### src/sv/cltrig_pkg.sv
// package for the clutch trigger block: widths, register codes and reset values,
// configuration and result record types
// no dependencies
`default_nettype none

package cltrig_pkg;

  localparam int MAX_CH       = 8;
  localparam int CHANNELS_DEF = 8;
  localparam int POS_BITS_DEF = 24;
  localparam int VEL_W        = 8;
  localparam int POS_OUT_W    = 24;
  localparam int CFG_DATA_W   = 24;
  localparam int CFG_IDX_W    = 3;

  typedef enum logic [CFG_IDX_W-1:0] {
    CFG_REV_FLOOR  = 3'd0,
    CFG_ENG_DEPTH  = 3'd1,
    CFG_ENG_SPEED  = 3'd2,
    CFG_REL_SPEED  = 3'd3,
    CFG_DRIVE_MASK = 3'd4
  } cfg_idx_t;

  localparam logic [23:0] REV_FLOOR_RST  = 24'hFFFFCE;  // -50
  localparam logic [23:0] ENG_DEPTH_RST  = 24'hFFFFC4;  // -60
  localparam logic [7:0]  ENG_SPEED_RST  = 8'hFA;       // -6
  localparam logic [7:0]  REL_SPEED_RST  = 8'hFB;       // -5
  localparam logic [7:0]  DRIVE_MASK_RST = 8'hFC;

  typedef struct packed {
    logic [23:0]       rev_floor;
    logic [23:0]       eng_depth;
    logic [7:0]        eng_speed;
    logic [7:0]        rel_speed;
    logic [MAX_CH-1:0] drive_mask;
  } cfg_t;

  typedef struct packed {
    logic [MAX_CH-1:0]                drive;
    logic [MAX_CH-1:0]                latched;
    logic [MAX_CH-1:0][POS_OUT_W-1:0] pos;
  } res_t;

endpackage

`default_nettype wire

### src/sv/clutch_trigger_from_leg_motion_top.sv
// top level of the clutch trigger block: row of channel cells, register bank,
// result register with skid stage; depends on cltrig_pkg, cltrig_cfg, cltrig_cell
//
// usage:
//   item channel (item_valid/item_ready) carries run and one signed sample per
//   channel; result channel (result_valid/result_ready) returns the drive and
//   latch masks and every channel position after that request
//   every request gives exactly one result; while the receiver stalls it may wait in the skid stage
//   throughput is one request per cycle while the skid stage is empty; all channels
//   work in parallel in their own cell and each cell updates its state in the
//   accepting cycle; a result register plus a one-deep skid stage sit on the result
//   side, so a request is still taken while a result waits; item_ready is low while
//   the skid stage is full and rises at the edge where the receiver takes a result
//   reset clears positions, prior samples, drop marks and clutch flags and
//   loads the register defaults; cfg_we writes a register; the user must write
//   only while the block is idle, as the block itself does not enforce it
`default_nettype none

module clutch_trigger_from_leg_motion_top #(
  parameter int CHANNELS = cltrig_pkg::CHANNELS_DEF,
  parameter int POS_BITS = cltrig_pkg::POS_BITS_DEF
) (
  input  logic                                     clk,
  input  logic                                     rst,
  input  logic                                     cfg_we,
  input  logic [cltrig_pkg::CFG_IDX_W-1:0]         cfg_index,
  input  logic [cltrig_pkg::CFG_DATA_W-1:0]        cfg_data,
  input  logic                                     item_valid,
  output logic                                     item_ready,
  input  logic                                     run,
  input  logic signed [cltrig_pkg::VEL_W-1:0]      vel_a,
  input  logic signed [cltrig_pkg::VEL_W-1:0]      vel_b,
  input  logic signed [cltrig_pkg::VEL_W-1:0]      vel_c,
  input  logic signed [cltrig_pkg::VEL_W-1:0]      vel_d,
  input  logic signed [cltrig_pkg::VEL_W-1:0]      vel_e,
  input  logic signed [cltrig_pkg::VEL_W-1:0]      vel_f,
  input  logic signed [cltrig_pkg::VEL_W-1:0]      vel_g,
  input  logic signed [cltrig_pkg::VEL_W-1:0]      vel_h,
  output logic                                     result_valid,
  input  logic                                     result_ready,
  output logic [cltrig_pkg::MAX_CH-1:0]            clutch_drive,
  output logic [cltrig_pkg::MAX_CH-1:0]            clutch_latched,
  output logic signed [cltrig_pkg::POS_OUT_W-1:0]  pos_a,
  output logic signed [cltrig_pkg::POS_OUT_W-1:0]  pos_b,
  output logic signed [cltrig_pkg::POS_OUT_W-1:0]  pos_c,
  output logic signed [cltrig_pkg::POS_OUT_W-1:0]  pos_d,
  output logic signed [cltrig_pkg::POS_OUT_W-1:0]  pos_e,
  output logic signed [cltrig_pkg::POS_OUT_W-1:0]  pos_f,
  output logic signed [cltrig_pkg::POS_OUT_W-1:0]  pos_g,
  output logic signed [cltrig_pkg::POS_OUT_W-1:0]  pos_h
);
  import cltrig_pkg::*;

  cfg_t                     cfg;
  logic                     step;
  logic signed [VEL_W-1:0]  vel_in   [MAX_CH];
  logic signed [VEL_W-1:0]  vel_link [MAX_CH];
  logic [POS_OUT_W-1:0]     pos_new  [MAX_CH];
  logic [MAX_CH-1:0]        flag_new;
  res_t                     res_new, out_res, skid_res;
  logic                     skid_valid;

  cltrig_cfg u_cfg (
    .clk       (clk),
    .rst       (rst),
    .cfg_we    (cfg_we),
    .cfg_index (cfg_index),
    .cfg_data  (cfg_data),
    .cfg       (cfg)
  );

  assign vel_in[0] = vel_a;
  assign vel_in[1] = vel_b;
  assign vel_in[2] = vel_c;
  assign vel_in[3] = vel_d;
  assign vel_in[4] = vel_e;
  assign vel_in[5] = vel_f;
  assign vel_in[6] = vel_g;
  assign vel_in[7] = vel_h;

  assign item_ready = !skid_valid;
  assign step       = item_valid && item_ready;

  for (genvar g = 0; g < MAX_CH; g++) begin : g_ch
    if (g < CHANNELS) begin : g_cell
      localparam int NX = (g + 1 < CHANNELS) ? g + 1 : 0;
      logic signed [POS_OUT_W-1:0] pos_cell;
      cltrig_cell #(
        .POS_BITS (POS_BITS)
      ) u_cell (
        .clk      (clk),
        .rst      (rst),
        .step     (step),
        .run      (run),
        .vel      (vel_in[g]),
        .vel_next (vel_link[NX]),
        .cfg      (cfg),
        .mask_bit (cfg.drive_mask[g]),
        .vel_out  (vel_link[g]),
        .pos_res  (pos_cell),
        .flag_res (flag_new[g])
      );
      assign pos_new[g] = pos_cell;
    end else begin : g_off
      assign vel_link[g] = '0;
      assign pos_new[g]  = '0;
      assign flag_new[g] = 1'b0;
    end
    assign res_new.pos[g] = pos_new[g];
  end

  assign res_new.latched = flag_new;
  assign res_new.drive   = flag_new & cfg.drive_mask & {MAX_CH{run}};

  // result register with skid stage
  always_ff @(posedge clk) begin
    if (rst) begin
      result_valid <= 1'b0;
      skid_valid   <= 1'b0;
    end else if (!result_valid || result_ready) begin
      result_valid <= skid_valid || step;
      skid_valid   <= 1'b0;
    end else if (step) begin
      skid_valid   <= 1'b1;
    end
  end

  always_ff @(posedge clk) begin
    if (!result_valid || result_ready) begin
      out_res <= skid_valid ? skid_res : res_new;
    end else if (step) begin
      skid_res <= res_new;
    end
  end

  assign clutch_drive   = out_res.drive;
  assign clutch_latched = out_res.latched;
  assign pos_a = out_res.pos[0];
  assign pos_b = out_res.pos[1];
  assign pos_c = out_res.pos[2];
  assign pos_d = out_res.pos[3];
  assign pos_e = out_res.pos[4];
  assign pos_f = out_res.pos[5];
  assign pos_g = out_res.pos[6];
  assign pos_h = out_res.pos[7];

  a_skid_implies_out: assert property (@(posedge clk) disable iff (rst)
    skid_valid |-> result_valid)
    else $error("skid stage holds a result while the result register is empty");

  a_stall_fills_skid: assert property (@(posedge clk) disable iff (rst)
    (step && result_valid && !result_ready) |=> skid_valid)
    else $error("request taken during a stall was not kept in the skid stage");

  a_drive_within_latch: assert property (@(posedge clk) disable iff (rst)
    result_valid |-> ((clutch_drive & ~clutch_latched) == '0))
    else $error("clutch driven without its latch set");

  a_reset_empty: assert property (@(posedge clk)
    $past(rst) |-> (!result_valid && !skid_valid))
    else $error("result pending right after reset");

endmodule

`default_nettype wire

### src/sv/cltrig_cfg.sv
// configuration register bank for the clutch trigger block
// depends on cltrig_pkg
`default_nettype none

module cltrig_cfg (
  input  logic                               clk,
  input  logic                               rst,
  input  logic                               cfg_we,
  input  logic [cltrig_pkg::CFG_IDX_W-1:0]   cfg_index,
  input  logic [cltrig_pkg::CFG_DATA_W-1:0]  cfg_data,
  output cltrig_pkg::cfg_t                   cfg
);
  import cltrig_pkg::*;

  cfg_t cfg_reg;

  always_ff @(posedge clk) begin
    if (rst) begin
      cfg_reg.rev_floor  <= REV_FLOOR_RST;
      cfg_reg.eng_depth  <= ENG_DEPTH_RST;
      cfg_reg.eng_speed  <= ENG_SPEED_RST;
      cfg_reg.rel_speed  <= REL_SPEED_RST;
      cfg_reg.drive_mask <= DRIVE_MASK_RST;
    end else if (cfg_we) begin
      unique case (cfg_idx_t'(cfg_index))
        CFG_REV_FLOOR:  cfg_reg.rev_floor  <= cfg_data[23:0];
        CFG_ENG_DEPTH:  cfg_reg.eng_depth  <= cfg_data[23:0];
        CFG_ENG_SPEED:  cfg_reg.eng_speed  <= cfg_data[7:0];
        CFG_REL_SPEED:  cfg_reg.rel_speed  <= cfg_data[7:0];
        CFG_DRIVE_MASK: cfg_reg.drive_mask <= cfg_data[MAX_CH-1:0];
        default: ;
      endcase
    end
  end

  assign cfg = cfg_reg;

endmodule

`default_nettype wire

### src/sv/cltrig_cell.sv
// one channel cell: position integrator, reversal zeroing and clutch latch
// passes its sample to the neighbouring cell for release; depends on cltrig_pkg
`default_nettype none

module cltrig_cell #(
  parameter int POS_BITS = cltrig_pkg::POS_BITS_DEF
) (
  input  logic                                       clk,
  input  logic                                       rst,
  input  logic                                       step,
  input  logic                                       run,
  input  logic signed [cltrig_pkg::VEL_W-1:0]        vel,
  input  logic signed [cltrig_pkg::VEL_W-1:0]        vel_next,
  input  cltrig_pkg::cfg_t                           cfg,
  input  logic                                       mask_bit,
  output logic signed [cltrig_pkg::VEL_W-1:0]        vel_out,
  output logic signed [cltrig_pkg::POS_OUT_W-1:0]    pos_res,
  output logic                                       flag_res
);
  import cltrig_pkg::*;

  localparam int CW = (POS_BITS > POS_OUT_W) ? POS_BITS : POS_OUT_W;

  logic signed [POS_BITS-1:0] position, pos_base, pos_sat, pos_fin;
  logic signed [POS_BITS:0]   sum;
  logic signed [VEL_W-1:0]    prior_vel, prior_vel_next;
  logic                       first_dropped, first_dropped_next;
  logic                       clutch_flag, clutch_flag_next;
  logic signed [CW-1:0]       pos_cmp, floor_cmp, depth_cmp, fin_ext;
  logic                       reversal, latch, flag_mid, rel_hit;

  // first nonzero position is dropped once
  assign pos_base = (!first_dropped && position != '0) ? '0 : position;
  assign sum      = (POS_BITS+1)'(pos_base) + (POS_BITS+1)'(vel);

  always_comb begin
    if (sum[POS_BITS] != sum[POS_BITS-1]) begin
      pos_sat = sum[POS_BITS] ? {1'b1, {(POS_BITS-1){1'b0}}} : {1'b0, {(POS_BITS-1){1'b1}}};
    end else begin
      pos_sat = sum[POS_BITS-1:0];
    end
  end

  assign pos_cmp   = CW'(pos_sat);
  assign floor_cmp = CW'($signed(cfg.rev_floor));
  assign depth_cmp = CW'($signed(cfg.eng_depth));

  assign reversal = run && (prior_vel > 8'sd0) && (vel <= 8'sd0) && (pos_cmp > floor_cmp);
  assign pos_fin  = reversal ? '0 : pos_sat;
  assign fin_ext  = CW'(pos_fin);

  assign latch = run && (vel < 8'sd0) && (vel >= $signed(cfg.eng_speed)) &&
                 (vel > prior_vel) && (fin_ext < depth_cmp) && !clutch_flag;
  assign flag_mid = clutch_flag | latch;
  assign rel_hit  = run && mask_bit && flag_mid && (vel_next < $signed(cfg.rel_speed));

  assign clutch_flag_next   = flag_mid & ~rel_hit;
  assign prior_vel_next     = run ? vel : prior_vel;
  assign first_dropped_next = first_dropped | (position != '0);

  always_ff @(posedge clk) begin
    if (rst) begin
      position      <= '0;
      prior_vel     <= '0;
      first_dropped <= 1'b0;
      clutch_flag   <= 1'b0;
    end else if (step) begin
      position      <= pos_fin;
      prior_vel     <= prior_vel_next;
      first_dropped <= first_dropped_next;
      clutch_flag   <= clutch_flag_next;
    end
  end

  assign vel_out  = vel;
  assign pos_res  = fin_ext[POS_OUT_W-1:0];
  assign flag_res = clutch_flag_next;

endmodule

`default_nettype wire

### config.mk
export PLATFORM = sky130hd
export DESIGN_NAME = clutch_trigger_from_leg_motion_top
export DESIGN_NICKNAME = d
export VERILOG_FILES = /design/src/sv/cltrig_pkg.sv /design/src/sv/clutch_trigger_from_leg_motion_top.sv /design/src/sv/cltrig_cfg.sv /design/src/sv/cltrig_cell.sv
export SDC_FILE = /design/constraint.sdc
export NUM_CORES = 2
export LEC_CHECK = 0
export ABC_AREA = 1
export CAP_MARGIN = 30
export CORE_ASPECT_RATIO = 1.4
export CORE_UTILIZATION = 27
export DETAILED_ROUTE_END_ITERATION = 8
export DONT_BUFFER_PORTS = 1
export PLACE_DENSITY = 0.43
export SLEW_MARGIN = 10
export SYNTH_ARGS = -nofsm -noshare
export SYNTH_HDL_FRONTEND = slang
export SYNTH_SLANG_ARGS = --single-unit
### constraint.sdc
create_clock -name clk -period 39.5 [get_ports clk]
set_input_delay 5.925 -clock clk [delete_from_list [all_inputs] [get_ports clk]]
set_output_delay 5.925 -clock clk [all_outputs]
set_load 0.03 [all_outputs]
Word-level counts from Yosys, hierarchy flattened
Index checks and enable logic that the tools add are counted.
{"block": "totals", "in_bits": 97, "wordCells": 345, "output_inout_bits": 210, "mem_bits_ro": 0, "ramBits": 0, "latchBits": 0, "regBits": 762, "n_memories": 0}
{"block": "op_classes", "bitwise": 35, "n_eq_ne": 12, "mux": 33, "multipliers": 0, "n_shift": 0, "magnitude_cmp": 64, "n_div": 0, "n_addsub": 8, "n_reduce_logical": 134}
{"operator": "24-bit two-way mux", "count": 32}
{"operator": "208-bit two-way mux", "count": 1}
{"operator": "24-bit by 8-bit adder with 25-bit output", "count": 8}
{"operator": "24-bit > comparator", "count": 8}
{"operator": "24-bit < comparator", "count": 8}
{"operator": "24-bit nonzero test", "count": 8}
{"operator": "1-bit logical AND", "count": 97}
{"operator": "8-bit >= comparator", "count": 8}
{"operator": "8-bit by 1-bit > comparator with 1-bit output (second input constant)", "count": 8}
{"operator": "8-bit > comparator", "count": 8}
{"operator": "8-bit by 1-bit less-or-equal comparator with 1-bit output (second input constant)", "count": 8}
{"operator": "8-bit by 1-bit < comparator with 1-bit output (second input constant)", "count": 8}
{"operator": "8-bit < comparator", "count": 8}
{"operator": "1-bit logical NOT", "count": 18}
{"operator": "8-bit AND", "count": 2}
{"operator": "1-bit OR", "count": 16}
{"operator": "2-bit AND reduction", "count": 7}
{"operator": "1-bit inverter", "count": 9}
{"operator": "1-bit AND", "count": 8}
{"operator": "1-bit != test", "count": 8}
{"operator": "3-bit by 2-bit equality test with 1-bit output (second input constant)", "count": 2}
{"operator": "3-bit by 1-bit equality test with 1-bit output (second input constant)", "count": 1}
{"operator": "3-bit equality test (second input constant)", "count": 1}
{"operator": "3-bit logical NOT", "count": 1}
{"operator": "other kinds (2)", "count": 3}

Depth between registers and ports, before layout
{"block": "depth", "word_depth": 20, "depth_mapped": 51, "mapped_depth_nobuf": 50}

Cells and area by module
From an unflattened synthesis, not the netlist that was laid out.
{"block": "unflattened", "cells_unflattened": 7707, "hier_area_um2": 56944.6}
{"module": "cltrig_cell (g_ch[3].g_cell.u_cell ...)", "seq_area_each_um2": 680.7, "cells_per_inst": 780, "area_per_inst_um2": 4842.1, "n_inst": 4}
{"module": "clutch_trigger_from_leg_motion_top", "seq_area_each_um2": 12532.0, "cells_per_inst": 1115, "area_per_inst_um2": 15323.4, "n_inst": 1}
{"module": "cltrig_cell (g_ch[7].g_cell.u_cell)", "seq_area_each_um2": 680.7, "cells_per_inst": 784, "area_per_inst_um2": 4956.0, "n_inst": 1}
{"module": "cltrig_cell (g_ch[2].g_cell.u_cell)", "seq_area_each_um2": 680.7, "cells_per_inst": 780, "area_per_inst_um2": 4904.7, "n_inst": 1}
{"module": "cltrig_cell (g_ch[1].g_cell.u_cell)", "seq_area_each_um2": 680.7, "cells_per_inst": 781, "area_per_inst_um2": 4897.2, "n_inst": 1}
{"module": "cltrig_cell (g_ch[0].g_cell.u_cell)", "seq_area_each_um2": 680.7, "cells_per_inst": 778, "area_per_inst_um2": 4834.6, "n_inst": 1}
{"module": "cltrig_cfg", "seq_area_each_um2": 1441.4, "cells_per_inst": 349, "area_per_inst_um2": 2660.1, "n_inst": 1}

Worst setup path before layout
OpenSTA, ideal clock, no wires.
{"block": "synth_path", "kind": "input -> register", "startpoint": "input result_ready", "endpoint": "register skid_res[0] (netlist name), enable pin", "setup_time_ps": 2953, "n_path_buf": 0, "t_required_ps": 36547, "path_stages": 3, "t_arrival_ps": 25255, "slack_ps": 11293, "cell_sequence": "nor2_1 -> inv_1 -> nor3_1"}
{"block": "synth_between", "elab_chain_cells": 3}
{"item": "start: declaration", "line_no": "clutch_trigger_from_leg_motion_top.sv:40", "source": "input logic result_ready,"}
{"item": "1-bit logical OR", "line_no": "clutch_trigger_from_leg_motion_top.sv:129", "source": "if (!result_valid || result_ready) begin"}
{"item": "1-bit inverter (no source line)"}
{"item": "2-bit AND reduction (no source line)"}
{"item": "end signal: assignment", "line_no": "clutch_trigger_from_leg_motion_top.sv:132", "source": "skid_res <= res_new;"}
{"item": "end: declaration", "line_no": "clutch_trigger_from_leg_motion_top.sv:60", "source": "res_t res_new, out_res, skid_res;"}
No other way between the ends.
A chain may end at the register's enable or synchronous reset.

Final worst setup path
{"block": "layout_path", "startpoint": "input vel_e[0] (netlist name)", "endpoint": "register out_res (netlist bit clutch_latched[4]) (data pin)"}
{"block": "layout_between", "elab_chain_cells": 15, "word_cells_on_any_way": 24, "classes_between": "1 x add/sub; 6 x order compare; 1 x eq/ne; 4 x mux; 3 x bitwise; 9 x reduce/logical"}
{"item": "start: declaration", "line_no": "clutch_trigger_from_leg_motion_top.sv:35", "source": "input logic signed [cltrig_pkg::VEL_W-1:0] vel_e,"}
{"item": "24-bit by 8-bit adder with 25-bit output", "line_no": "cltrig_cell.sv:34", "source": "assign sum = (POS_BITS+1)'(pos_base) + (POS_BITS+1)'(vel);"}
{"item": "24-bit two-way mux / 1-bit != test (equally long branches)", "line_no": "cltrig_cell.sv:38, cltrig_cell.sv:37"}
{"item": "24-bit two-way mux", "line_no": "cltrig_cell.sv:37", "source": "if (sum[POS_BITS] != sum[POS_BITS-1]) begin"}
{"item": "24-bit > comparator", "line_no": "cltrig_cell.sv:48", "source": "assign reversal = run && (prior_vel > 8'sd0) && (vel <= 8'sd0) && (pos_cmp > floor_cmp);"}
{"item": "1-bit logical AND", "line_no": "cltrig_cell.sv:48"}
{"item": "24-bit two-way mux (*)", "line_no": "cltrig_cell.sv:49", "source": "assign pos_fin = reversal ? '0 : pos_sat;"}
{"item": "via g_ch[4].g_cell.pos_cell[23]", "line_no": "clutch_trigger_from_leg_motion_top.sv:87", "source": "logic signed [POS_OUT_W-1:0] pos_cell;"}
{"item": "24-bit < comparator (*)", "line_no": "cltrig_cell.sv:53", "source": "(vel > prior_vel) && (fin_ext < depth_cmp) && !clutch_flag;"}
{"item": "1-bit logical AND (*) (2 in a row)", "line_no": "cltrig_cell.sv:53"}
{"item": "1-bit OR (*)", "line_no": "cltrig_cell.sv:54", "source": "assign flag_mid = clutch_flag | latch;"}
{"item": "1-bit logical AND (2 in a row)", "line_no": "cltrig_cell.sv:55", "source": "assign rel_hit = run && mask_bit && flag_mid && (vel_next < $signed(cfg.rel_speed));"}
{"item": "1-bit inverter", "line_no": "cltrig_cell.sv:57", "source": "assign clutch_flag_next = flag_mid & ~rel_hit;"}
{"item": "1-bit AND (*)", "line_no": "cltrig_cell.sv:57"}
{"item": "208-bit two-way mux (*)", "line_no": "clutch_trigger_from_leg_motion_top.sv:130", "source": "out_res <= skid_valid ? skid_res : res_new;"}
{"item": "end signal: assignment", "line_no": "clutch_trigger_from_leg_motion_top.sv:130"}
{"item": "end: declaration", "line_no": "clutch_trigger_from_leg_motion_top.sv:60"}
Mark *: on every way through the listed nets, which the timed path passes. The rest lies on a longest branch.

==> results.md <==
- Max IR drop VDD: about 0.000033 V
- Post-layout min period: 12.14 ns
- Die Y: around 530 µm
- Initial antenna violation count: 34
- Commonest cells in the netlist: 1529 x sky130_fd_sc_hd__nand2_1, 1011 x sky130_fd_sc_hd__inv_1, 787 x sky130_fd_sc_hd__a21oi_1
- Endpoint required time on the critical path: between 30 and 40 ns
- Count of H-tree levels built during CTS: 3
- Fin cells: just under 10000
- Final sum of negative setup slack: 0 ns
- Post-cts hold buffer count: 0
- Net Count, Synth: 7830
- Average cell area after synthesis: 7.76 µm²
- Standby leakage power: between 20 and 30 nW
- CP endpoint kind: flip-flop
- ANT nets after route: 0
- Dominant cell type by count on the critical path: sky130_fd_sc_hd__nand2_1
- DRC violation count after routing: 0
- Worst-case clock buffer depth: 3
- Max-slew headroom: 0.268
- Cell area after synthesis: 54100 µm²
- Yosys warning count: 0
- Multi-input gate area: ~30000 µm²
- Sink count of the clock tree: between 700 and 800
- Average wire per cell in the routed design: ~23 µm
- Post-CTS Setup Repair Bufs: 0
- CTS clk-pin slew, worst paths: about 0.070 ns
- Fill count: around 21000
- Share of the yosys chip area belonging to registers: 0.359
- Transition time at the pin with the least slew margin: 1.09 ns
- Clock Tree Root: sky130_fd_sc_hd__clkbuf_16
- Startpoint type of the worst setup path: primary input
- Signal arrival time at the worst endpoint: approximately 13 ns
- Worst-path cell with the longest stage delay: sky130_fd_sc_hd__nand3_1
- Vias per Instance: 4.85
- P&R area growth vs syn: 12.1%
- Synth Register Bits: approximately 760
- Worst clock skew: between 0.06 and 0.07 ns
- Power per cell area: about 45 nW/µm²
- Number of max-cap violations: 0
- Overall Power: roughly 2.7 mW
- Pin count of the biggest net entering global routing: around 210
- Dominant cell by count in the synthesized netlist: sky130_fd_sc_hd__nand2_1
- Ratio of cells with drive above 1 in the final layout: 0.0622
- Number of port buffers: 0
- Number of enable-type register cells in the synthesized netlist: about 420
- Unique masters post-synth: 57
- Detailed-route wire length: roughly 220000 µm
- Final-report hold violation count: 0
- Starting DRC count in detailed routing: ~3200
- Area leader, netlist: sky130_fd_sc_hd__edfxtp_1
- Effective utilization at floorplan: 0.272
- Floorplan die area: slightly above 200000 µm²
- Fmax: approximately 80 MHz
- Clock latency on the worst-skew pair: between 0.7 and 0.8 ns
- Largest fanout on the critical path: 14
- Final max-slew violation count: 0
- Routability Congestion: about 0.89
- Floorplan row count: between 150 and 200
- All-Layer GR Usage: 0.212
- Worst Path Class, Setup: in2reg
- Global-route congestion overflow total: 0
- Die width: around 380 µm
- Delay of the slowest critical-path stage: approximately 0.5 ns
- Number of global-route vias before repair: 45192
- Top post-synthesis cells by area: sky130_fd_sc_hd__edfxtp_1 23%, sky130_fd_sc_hd__ha_1 17%, sky130_fd_sc_hd__dfxtp_1 13%
- HP Class: reg2reg
- Status: complete, no violations
- DRT Pass-1 Iters: 5
- Via total after detailed routing: ~47000
- Total Nets Final: about 8000
- CTS resizes: 0
- CTS tree: yes
- Most used flip-flop cell after synthesis: sky130_fd_sc_hd__edfxtp_1
- Post-synthesis async set-or-reset flop share: 0
- Num CTS Buffers: just over 90
- Number of failing setup endpoints in the final timing report: 0
- Final core utilization: 0.304
- HPWL after detailed placement: 162000 µm
- Fin crit share: 0.307
- Area of the core: roughly 200000 µm²
- Share of Yosys cell area claimed by the top area cell type: 0.231
- Global-route wire length before repair: roughly 310000 µm
- Number of flip-flops under the largest register name: roughly 210
- Post-synthesis cell count: roughly 7000
- Sequential cell area in the final layout: just under 20000 µm²
- Post-Place Cells: 9477
- Setup repair after global routing missed its margin: no
- I/O pin cnt: 307
-- power by group --
group          total [mW]  switching [mW]  internal, mW
logic               0.702           0.491         0.212
clock network       0.914           0.400         0.515
registers            1.11           0.152         0.960
total                2.73            1.04          1.69
-- metrics by stage --
step / hold slack (ns) / worst slack (ns) / cell area, µm²
3_3_place_gp: 0.439 / 26.50 / 57200
2_1_floorplan: 0.436 / 11.29 / 54100
6_report: 0.454 / 27.36 / 60600
4_1_cts: 0.455 / 27.38 / 60500
5_1_grt: 0.473 / 26.78 / 60600
3_5_place_dp: 0.445 / 26.58 / 57300
-- critical path: cells and delay by family --
| family | cells | cell delay [ns] |
|---|---|---|
| AO/OA/AOI/OAI | 9 | 1.21 |
| AND/OR/NAND/NOR | 21 | 3.53 |
| adder cells (fa/ha/maj) | 4 | 1.22 |
| buffers and inverters | 3 | 0.53 |
| XOR/XNOR | 1 | 0.20 |
-- worst paths after layout --
kind | from | to | slack, ns | depth (start not counted)
setup / recovery | vel_e[0] | clutch_latched[4]$_DFFE_PP_ | 27.36 | 38
hold / removal | g_ch[1].g_cell.u_cell.first_dropped$_SDFFE_PP0P_ | g_ch[1].g_cell.u_cell.first_dropped$_SDFFE_PP0P_ | 0.45 | 2
setup reg to reg | g_ch[4].g_cell.u_cell.position[2]$_SDFFE_PP0P_ | clutch_latched[4]$_DFFE_PP_ | 30.40 | 45
hold reg to reg | g_ch[1].g_cell.u_cell.first_dropped$_SDFFE_PP0P_ | g_ch[1].g_cell.u_cell.first_dropped$_SDFFE_PP0P_ | 0.45 | 2
-- cells in the final DEF, fill, tap and decap left out, types with 17 or more instances in the layout --
master	instances
sky130_fd_sc_hd__nand2_1	1528
sky130_fd_sc_hd__inv_1	997
sky130_fd_sc_hd__a21oi_1	787
sky130_fd_sc_hd__ha_1	752
sky130_fd_sc_hd__o21ai_0	542
sky130_fd_sc_hd__nor2_1	440
sky130_fd_sc_hd__edfxtp_1	416
sky130_fd_sc_hd__dfxtp_1	345
sky130_fd_sc_hd__nand3_1	127
sky130_fd_sc_hd__nand4_1	100
sky130_fd_sc_hd__clkbuf_16	94
sky130_fd_sc_hd__xor2_1	79
sky130_fd_sc_hd__nand2_2	76
sky130_fd_sc_hd__xnor2_1	66
sky130_fd_sc_hd__buf_4	64
sky130_fd_sc_hd__o211ai_1	63
sky130_fd_sc_hd__nor3_1	46
sky130_fd_sc_hd__nor4_1	42
sky130_fd_sc_hd__a31oi_1	36
sky130_fd_sc_hd__a21oi_2	28
sky130_fd_sc_hd__o21a_1	27
sky130_fd_sc_hd__a21boi_0	23
sky130_fd_sc_hd__o21ai_2	20
sky130_fd_sc_hd__inv_2	20
sky130_fd_sc_hd__o21bai_1	19
sky130_fd_sc_hd__a211oi_1	19
sky130_fd_sc_hd__clkinv_2	19
sky130_fd_sc_hd__clkbuf_1	17
-- per-layer routing --
layer  GRT usage  vias to the layer above  part of all wire
met5           0                        -           0.00026
met4      0.0830                       10             0.043
met3      0.0446                      286             0.062
met2       0.348                     1168              0.45
met1       0.271                    22048              0.44
li1            -                    23410                 -
-- cells by family after synthesis --
group           Yosys count  synth area share
compound gates         1638             0.167
xor+xnor                145            0.0235
buf+inv                1237            0.0859
flops                   762             0.359
simple gates           2431             0.188
fa+ha+maj               760             0.177
-- cell type report --
cell class / instances / area share
Inverter: 1022 / 0.0635
Tap cell: 2646 / 0.0546
Clock buffer: 117 / 0.0412
Sequential cell: 762 / 0.320
Multi-Input combinational cell: 4974 / 0.496
Timing Repair Buffer: 79 / 0.0126
Antenna cell: 8 / 0.000330
Clock inverter: 59 / 0.0113
No activity file was read; power rests on OpenSTA's default activity.
